<file path="config.mk">
export PLATFORM = sky130hd
export DESIGN_NAME = hdmsc_queue
export DESIGN_NICKNAME = d
export VERILOG_FILES = /design/src/design/hdmsc_pkg.sv /design/src/design/hdmsc_queue.sv
export SDC_FILE = /design/constraint.sdc
export NUM_CORES = 1
export LEC_CHECK = 0
export ABC_AREA = 1
export ABC_CLOCK_PERIOD_IN_PS = 9950
export BUFFER_PORTS_ARGS = -buffer_cell sky130_fd_sc_hd__buf_2
export CAP_MARGIN = 20
export CORE_MARGIN = 2
export CORE_UTILIZATION = 52
export DETAILED_ROUTE_END_ITERATION = 16
export GPL_TIMING_DRIVEN = 0
export PLACE_DENSITY_LB_ADDON = 0.1
export SLEW_MARGIN = 20
export SYNTH_ARGS = -nofsm -noshare
export SYNTH_HDL_FRONTEND = slang
export SYNTH_SLANG_ARGS = --single-unit
</file>
<file path="constraint.sdc">
create_clock -name i_clk -period 9.95 [get_ports i_clk]
set_clock_uncertainty 0.2 [all_clocks]
set_input_delay 0.995 -clock i_clk [delete_from_list [all_inputs] [get_ports i_clk]]
set_output_delay 0.995 -clock i_clk [all_outputs]
set_load 0.02 [all_outputs]
</file>
<file path="src/design/hdmsc_pkg.sv">
`timescale 1ns / 1ps
// ----------------------------------------------------------------------------
// hdmsc_pkg
// Shared types, codes and default sizes for the hashed direct-mapped cache.
// ----------------------------------------------------------------------------
package hdmsc_pkg;

    localparam int INDEX_BITS_DEF = 10;
    localparam int KEY_WIDTH_DEF  = 64;
    localparam int HASH_W         = 64;
    localparam int ACT_W          = 3;
    localparam int CNT_W          = 32;
    localparam int QUEUE_DEPTH    = 2;

    // request codes as they arrive on the input port
    localparam logic [ACT_W-1:0] ACT_TEST       = 3'd0;
    localparam logic [ACT_W-1:0] ACT_INSERT     = 3'd1;
    localparam logic [ACT_W-1:0] ACT_REMOVE     = 3'd2;
    localparam logic [ACT_W-1:0] ACT_TRY_INSERT = 3'd3;
    localparam logic [ACT_W-1:0] ACT_TEST_INS   = 3'd4;

    // decoded operation carried through the queue
    typedef enum logic [2:0] {
        OP_TEST,
        OP_INSERT,
        OP_REMOVE,
        OP_TRY_INSERT,
        OP_TEST_INS,
        OP_NOP
    } t_op;

    localparam int OP_W = $bits(t_op);

    typedef enum logic [1:0] {
        ST_CLEAR,
        ST_IDLE,
        ST_READ,
        ST_EXEC
    } t_state;

endpackage

</file>
<file path="src/design/hdmsc_queue.sv">
`timescale 1ns / 1ps
// ----------------------------------------------------------------------------
// hdmsc_queue
// Short register queue between the decode side and the table side.
// ----------------------------------------------------------------------------
module hdmsc_queue #(
    parameter int ENTRY_W = hdmsc_pkg::OP_W + hdmsc_pkg::HASH_W + hdmsc_pkg::KEY_WIDTH_DEF
) (
    input  logic               i_clk,
    input  logic               i_rst_n,
    input  logic               i_push,
    input  logic [ENTRY_W-1:0] i_push_data,
    input  logic               i_pop,
    output logic [ENTRY_W-1:0] o_pop_data,
    output logic               o_full,
    output logic               o_empty
);

    localparam int PTR_W = (hdmsc_pkg::QUEUE_DEPTH > 1) ? $clog2(hdmsc_pkg::QUEUE_DEPTH) : 1;
    localparam int CNT_W = $clog2(hdmsc_pkg::QUEUE_DEPTH + 1);
    localparam logic [PTR_W-1:0] LAST_PTR = PTR_W'(hdmsc_pkg::QUEUE_DEPTH - 1);
    localparam logic [CNT_W-1:0] FULL_CNT = CNT_W'(hdmsc_pkg::QUEUE_DEPTH);

    logic [ENTRY_W-1:0] r_slot [hdmsc_pkg::QUEUE_DEPTH];
    logic [PTR_W-1:0]   r_wr_ptr, n_wr_ptr;
    logic [PTR_W-1:0]   r_rd_ptr, n_rd_ptr;
    logic [CNT_W-1:0]   r_count,  n_count;

    assign o_full     = (r_count == FULL_CNT);
    assign o_empty    = (r_count == '0);
    assign o_pop_data = r_slot[r_rd_ptr];

    always_comb begin
        n_wr_ptr = r_wr_ptr;
        n_rd_ptr = r_rd_ptr;
        n_count  = r_count;
        if (i_push) begin
            n_wr_ptr = (r_wr_ptr == LAST_PTR) ? '0 : r_wr_ptr + PTR_W'(1);
        end
        if (i_pop) begin
            n_rd_ptr = (r_rd_ptr == LAST_PTR) ? '0 : r_rd_ptr + PTR_W'(1);
        end
        if (i_push && !i_pop) begin
            n_count = r_count + CNT_W'(1);
        end else if (i_pop && !i_push) begin
            n_count = r_count - CNT_W'(1);
        end
    end

    always_ff @(posedge i_clk) begin
        if (!i_rst_n) begin
            r_wr_ptr <= '0;
            r_rd_ptr <= '0;
            r_count  <= '0;
        end else begin
            r_wr_ptr <= n_wr_ptr;
            r_rd_ptr <= n_rd_ptr;
            r_count  <= n_count;
        end
    end

    always_ff @(posedge i_clk) begin
        if (i_push) begin
            r_slot[r_wr_ptr] <= i_push_data;
        end
    end

endmodule

</file>
* After elaboration in Yosys (flattened, before gate mapping)
Memories as Yosys holds them, arrays and structs flattened. A register that Yosys moved wholly into a read port is not among the register bits.
Cells that the tools add are included.
** Word-level totals
- Flip-flop bits (word level) :: 4
- Memory bits (writable) :: 262
- Input port bits :: 135
- Output and inout bits :: 133
- Logic and storage cells :: 23
- Memories kept :: 1
** Memory list
- r_slot :: words 2, width 131, read ports 1, clocked after Yosys merged registers in 1, write ports 1, RTL line hdmsc_queue.sv:24 : logic [ENTRY_W-1:0] r_slot [hdmsc_pkg::QUEUE_DEPTH];
** Operators by class
- Add/sub/neg operators :: 4
- Equality and inequality tests :: 1
- Mux-type cells :: 8
- Reductions and logical operators :: 6
** Operators with widths (number)
- 2-to-1 mux 1 bit :: 6
- 2-to-1 mux 2 bit :: 2
- adder 1 bit (second input constant) :: 2
- adder 2 x 1 -> 2 bit (second input constant) :: 1
- == test 2 bit (second input constant) :: 1
- logical AND 1 bit :: 2
- logical NOT 1 bit :: 2
- logical NOT 2 bit :: 1
- nonzero test 2 bit :: 1
- subtractor 2 x 1 -> 2 bit (second input constant) :: 1

* Longest topological paths before layout
- Word-level depth :: 4
- Gate-level depth with buffers :: 8

* Least setup slack after synthesis
Ideal clock, no wire load.
- Path type :: input -> register
- From :: in i_push
- To :: mem r_slot[0][0] (netlist bit) (enable)
- Arrival time :: 6.514 ns
- Data required time :: 9.124 ns
- Path slack :: 2.610 ns
- Cell stages on the path :: 2
- Buffers on the path :: 0
- Cells stage by stage :: inv_1 > nor2_1
** Between the ends
- Word-level cells in the longest chain between the ends :: 2
** RTL lines
- start: declaration :: RTL line hdmsc_queue.sv:11 : input logic i_push,
- 2-to-1 mux 1 bit :: RTL line hdmsc_queue.sv:63 : if (i_push) begin
- 2-to-1 mux 1 bit (implied by the code) :: RTL line hdmsc_queue.sv:64 : r_slot[r_wr_ptr] <= i_push_data;
- end: declaration :: RTL line hdmsc_queue.sv:24
Every way passes these cells.

==> impl_metrics.ini <==
[cts]
cts_buffers = 28
clk_pin_slew_ns = 0.06
cts_tree = done
max-clock-path-buffers = 3
cts_hold_buf = 0
worstSkewPairLatency_ns = 0.52
cts_resized = 0
clock_sinks = 267
post-cts-setup-buffers = 0
cts.htree.levels = 1
cts-root-buf = clkbuf_16

[yosys]
syn-num-nets = 579
ys_seq_area_frac = 0.792
yosysTopAreaCell = edfxtp_1
ys_warn_count = 0
netlist_top_cells_area = edfxtp_1, mux2_4, mux2_2
synth-seq-cells = 267
syn_avg_cell_area_um2 = 22.7
syn_area_mm2 = 0.0101
netlist.area_leader.share = 0.782
netlist_instances = 443
synth.distinct_cells = 15

[sta]
final.period_utilization = 0.302
tns_ns = 0
setup_viol = 0
period_needed_ns = 3.01
relSlewSlack = 0.610
setup_ws_ns = 6.94
hold_ws_ns = 0.305
tightest_slew_ns = 0.583
final_max_slew_viol_count = 0
hold_violations = 0
timing.fmax_mhz = 332
rsz0062_at_grt = false

[detailed_routing]
post_drt_wl_per_cell_um = 18.0
drt_pre_antenna_iters = 4
vias = 5077
drc_errors = 0
ant_nets = 0
finalWirelength_mm = 18.5
drt-initial-drc-count = 322
routed_via_density = 4.94

[floorplan]
row_count = 50
die-area_mm2 = 0.0205
die_w_um = 143
initial_core_util = 0.534
die_height_um = 143
core_mm2 = 0.0188
pin_count = 268

[final_layout]
nNetsFinal = 882
drive_gt1_frac = 0.596
utilization = 0.677
fin_cells = 1027
area_growth_pct = 26.7
seq_area_mm2 = 0.00797
final_area_mm2 = 0.0127
n_fill_cell = 1289
multiInputGateArea_mm2 = 0.00192

[setup_path]
r2r_cells = 3
r2r_slack_ns = 8.04
startpoint_type = register
critPathKind = reg2out
crit_chain = buf_6 > buf_8 > buf_6 > mux2_4 > buf_2
reg2reg_from = r_wr_ptr$_SDFFE_PN0P_
cp-end-kind = output pin
cp.required_ns = 8.76
cp_top_family = buffers and inverters
cpMaxStageDelayCell = dfxtp_1
critPathBufInv = 4
r2r-end = r_slot[1][37]$_DFFE_PP_
cpMostUsedCell = buf_6
arrival_ns = 1.81
max_stage_delay_ns = 0.32
path_max_fanout = 10

[global_routing]
grt_overflow = 0
grt_max_degree = 67
antenna_found_initial = 4
first_global_vias = 5242
grt_usage = 0.171
grt_pass1_wl_mm = 26.8

[worst_hold_path]
holdPathEnd = r_rd_ptr$_SDFFE_PN0P_
min_path_type = reg2reg
hold_depth = 2
worstHoldStart = r_rd_ptr$_SDFFE_PN0P_

[placed_design]
place_congestion = 0.726
post-place-ws_ns = 7.27
placed_area_mm2 = 0.0119
port_buffers = 267
hpwl_mm = 12.9
placed_cells = 976

[job]
cap_violations = 0

[power]
power.leakage_nw = 5.05
cellPowerDensity_mw_per_mm2 = 203
vdd_drop_max_mv = 0.169
report.power.total_mw = 2.59

[status]
status = finished clean
-- cell families (layout without fill, tap and decap cells) --
family	after synthesis	in the layout	synth area share
AOI/OAI and AO/OA	2	2	0.000994
adders and majority gates	1	1	0.00124
buffers and inverters	23	345	0.0177
DFF	267	267	0.792
muxes	131	131	0.180
other	0	2	0
and+or+nand+nor	19	19	0.00747
-- placed cells by master, fill, tap and decap left out --
cell	count
buf_2	271
edfxtp_1	262
mux2_4	90
mux2_2	41
clkbuf_16	29
buf_6	10
clkbuf_1	9
nor2_1	8
nand2_1	8
inv_1	7
dfxtp_1	5
clkinv_1	5
clkinv_2	3
buf_12	3
buf_16	3
diode_2	2
inv_8	2
bufinv_16	2
buf_8	1
nor2_4	1
o21ai_0	1
a21oi_1	1
nand3_1	1
nand4_1	1
ha_1	1
-- synthesized netlist by cell type (all sizes together) --
library cell and number:
nor2 9, inv 8, o21ai 1, dfxtp 5, buf 15, nand3 1
a21oi 1, nand2 8, ha 1, mux2 131, nand4 1, edfxtp 262
-- state kept, by name, indices dropped and copies added, names as in the netlist, named ones only --
| signal | flops |
|---|---|
| r_wr_ptr | 1 |
| r_rd_ptr | 1 |
| r_count | 2 |
| r_slot | 262 |
-- metal layers --
metal  routed length, um  track usage  up-vias
li1                    -            -     2352
met1                6740        0.193     2474
met2                9380        0.296      213
met3                1990       0.0698       34
met4                 397       0.0542        4
met5                  22            0        -
-- final cells by class --
class,instances,area share
clock buffer,38,0.0596
tap,260,0.0255
timing repair buffer,273,0.116
buffer,15,0.0116
antenna,2,0.000393
inverter,8,0.00295
sequential,267,0.625
multi-input combinational,153,0.151
clock inverter,11,0.00825
-- how the worst max path moves through the flow --
stage                     slack, ns                       to      from  cells after the start
after CTS                      6.90           o_pop_data[87]  register                      5
after floorplan                2.61   r_slot[0][0]$_DFFE_PP_    i_push                      2
final                          6.94           o_pop_data[87]  register                      5
after global routing           6.84           o_pop_data[87]  register                      5
after detailed placement       7.27  r_slot[0][60]$_DFFE_PP_    i_push                      5
after global placement        -0.27  r_slot[0][32]$_DFFE_PP_    i_push                      3
-- worst register-to-register path: stages, from the launching register on --
cell,delay [ns]
dfxtp_1,0.39
nand2_1,0.17
inv_8,0.40
buf_16,0.36
-- report_power, final --
| part | internal (mW) | switching [mW] |
|---|---|---|
| logic | 0.134 | 0.166 |
| registers | 1.30 | 0.0146 |
| clock network | 0.583 | 0.391 |
| total | 2.02 | 0.571 |
No activity file was read; power rests on OpenSTA's default activity.
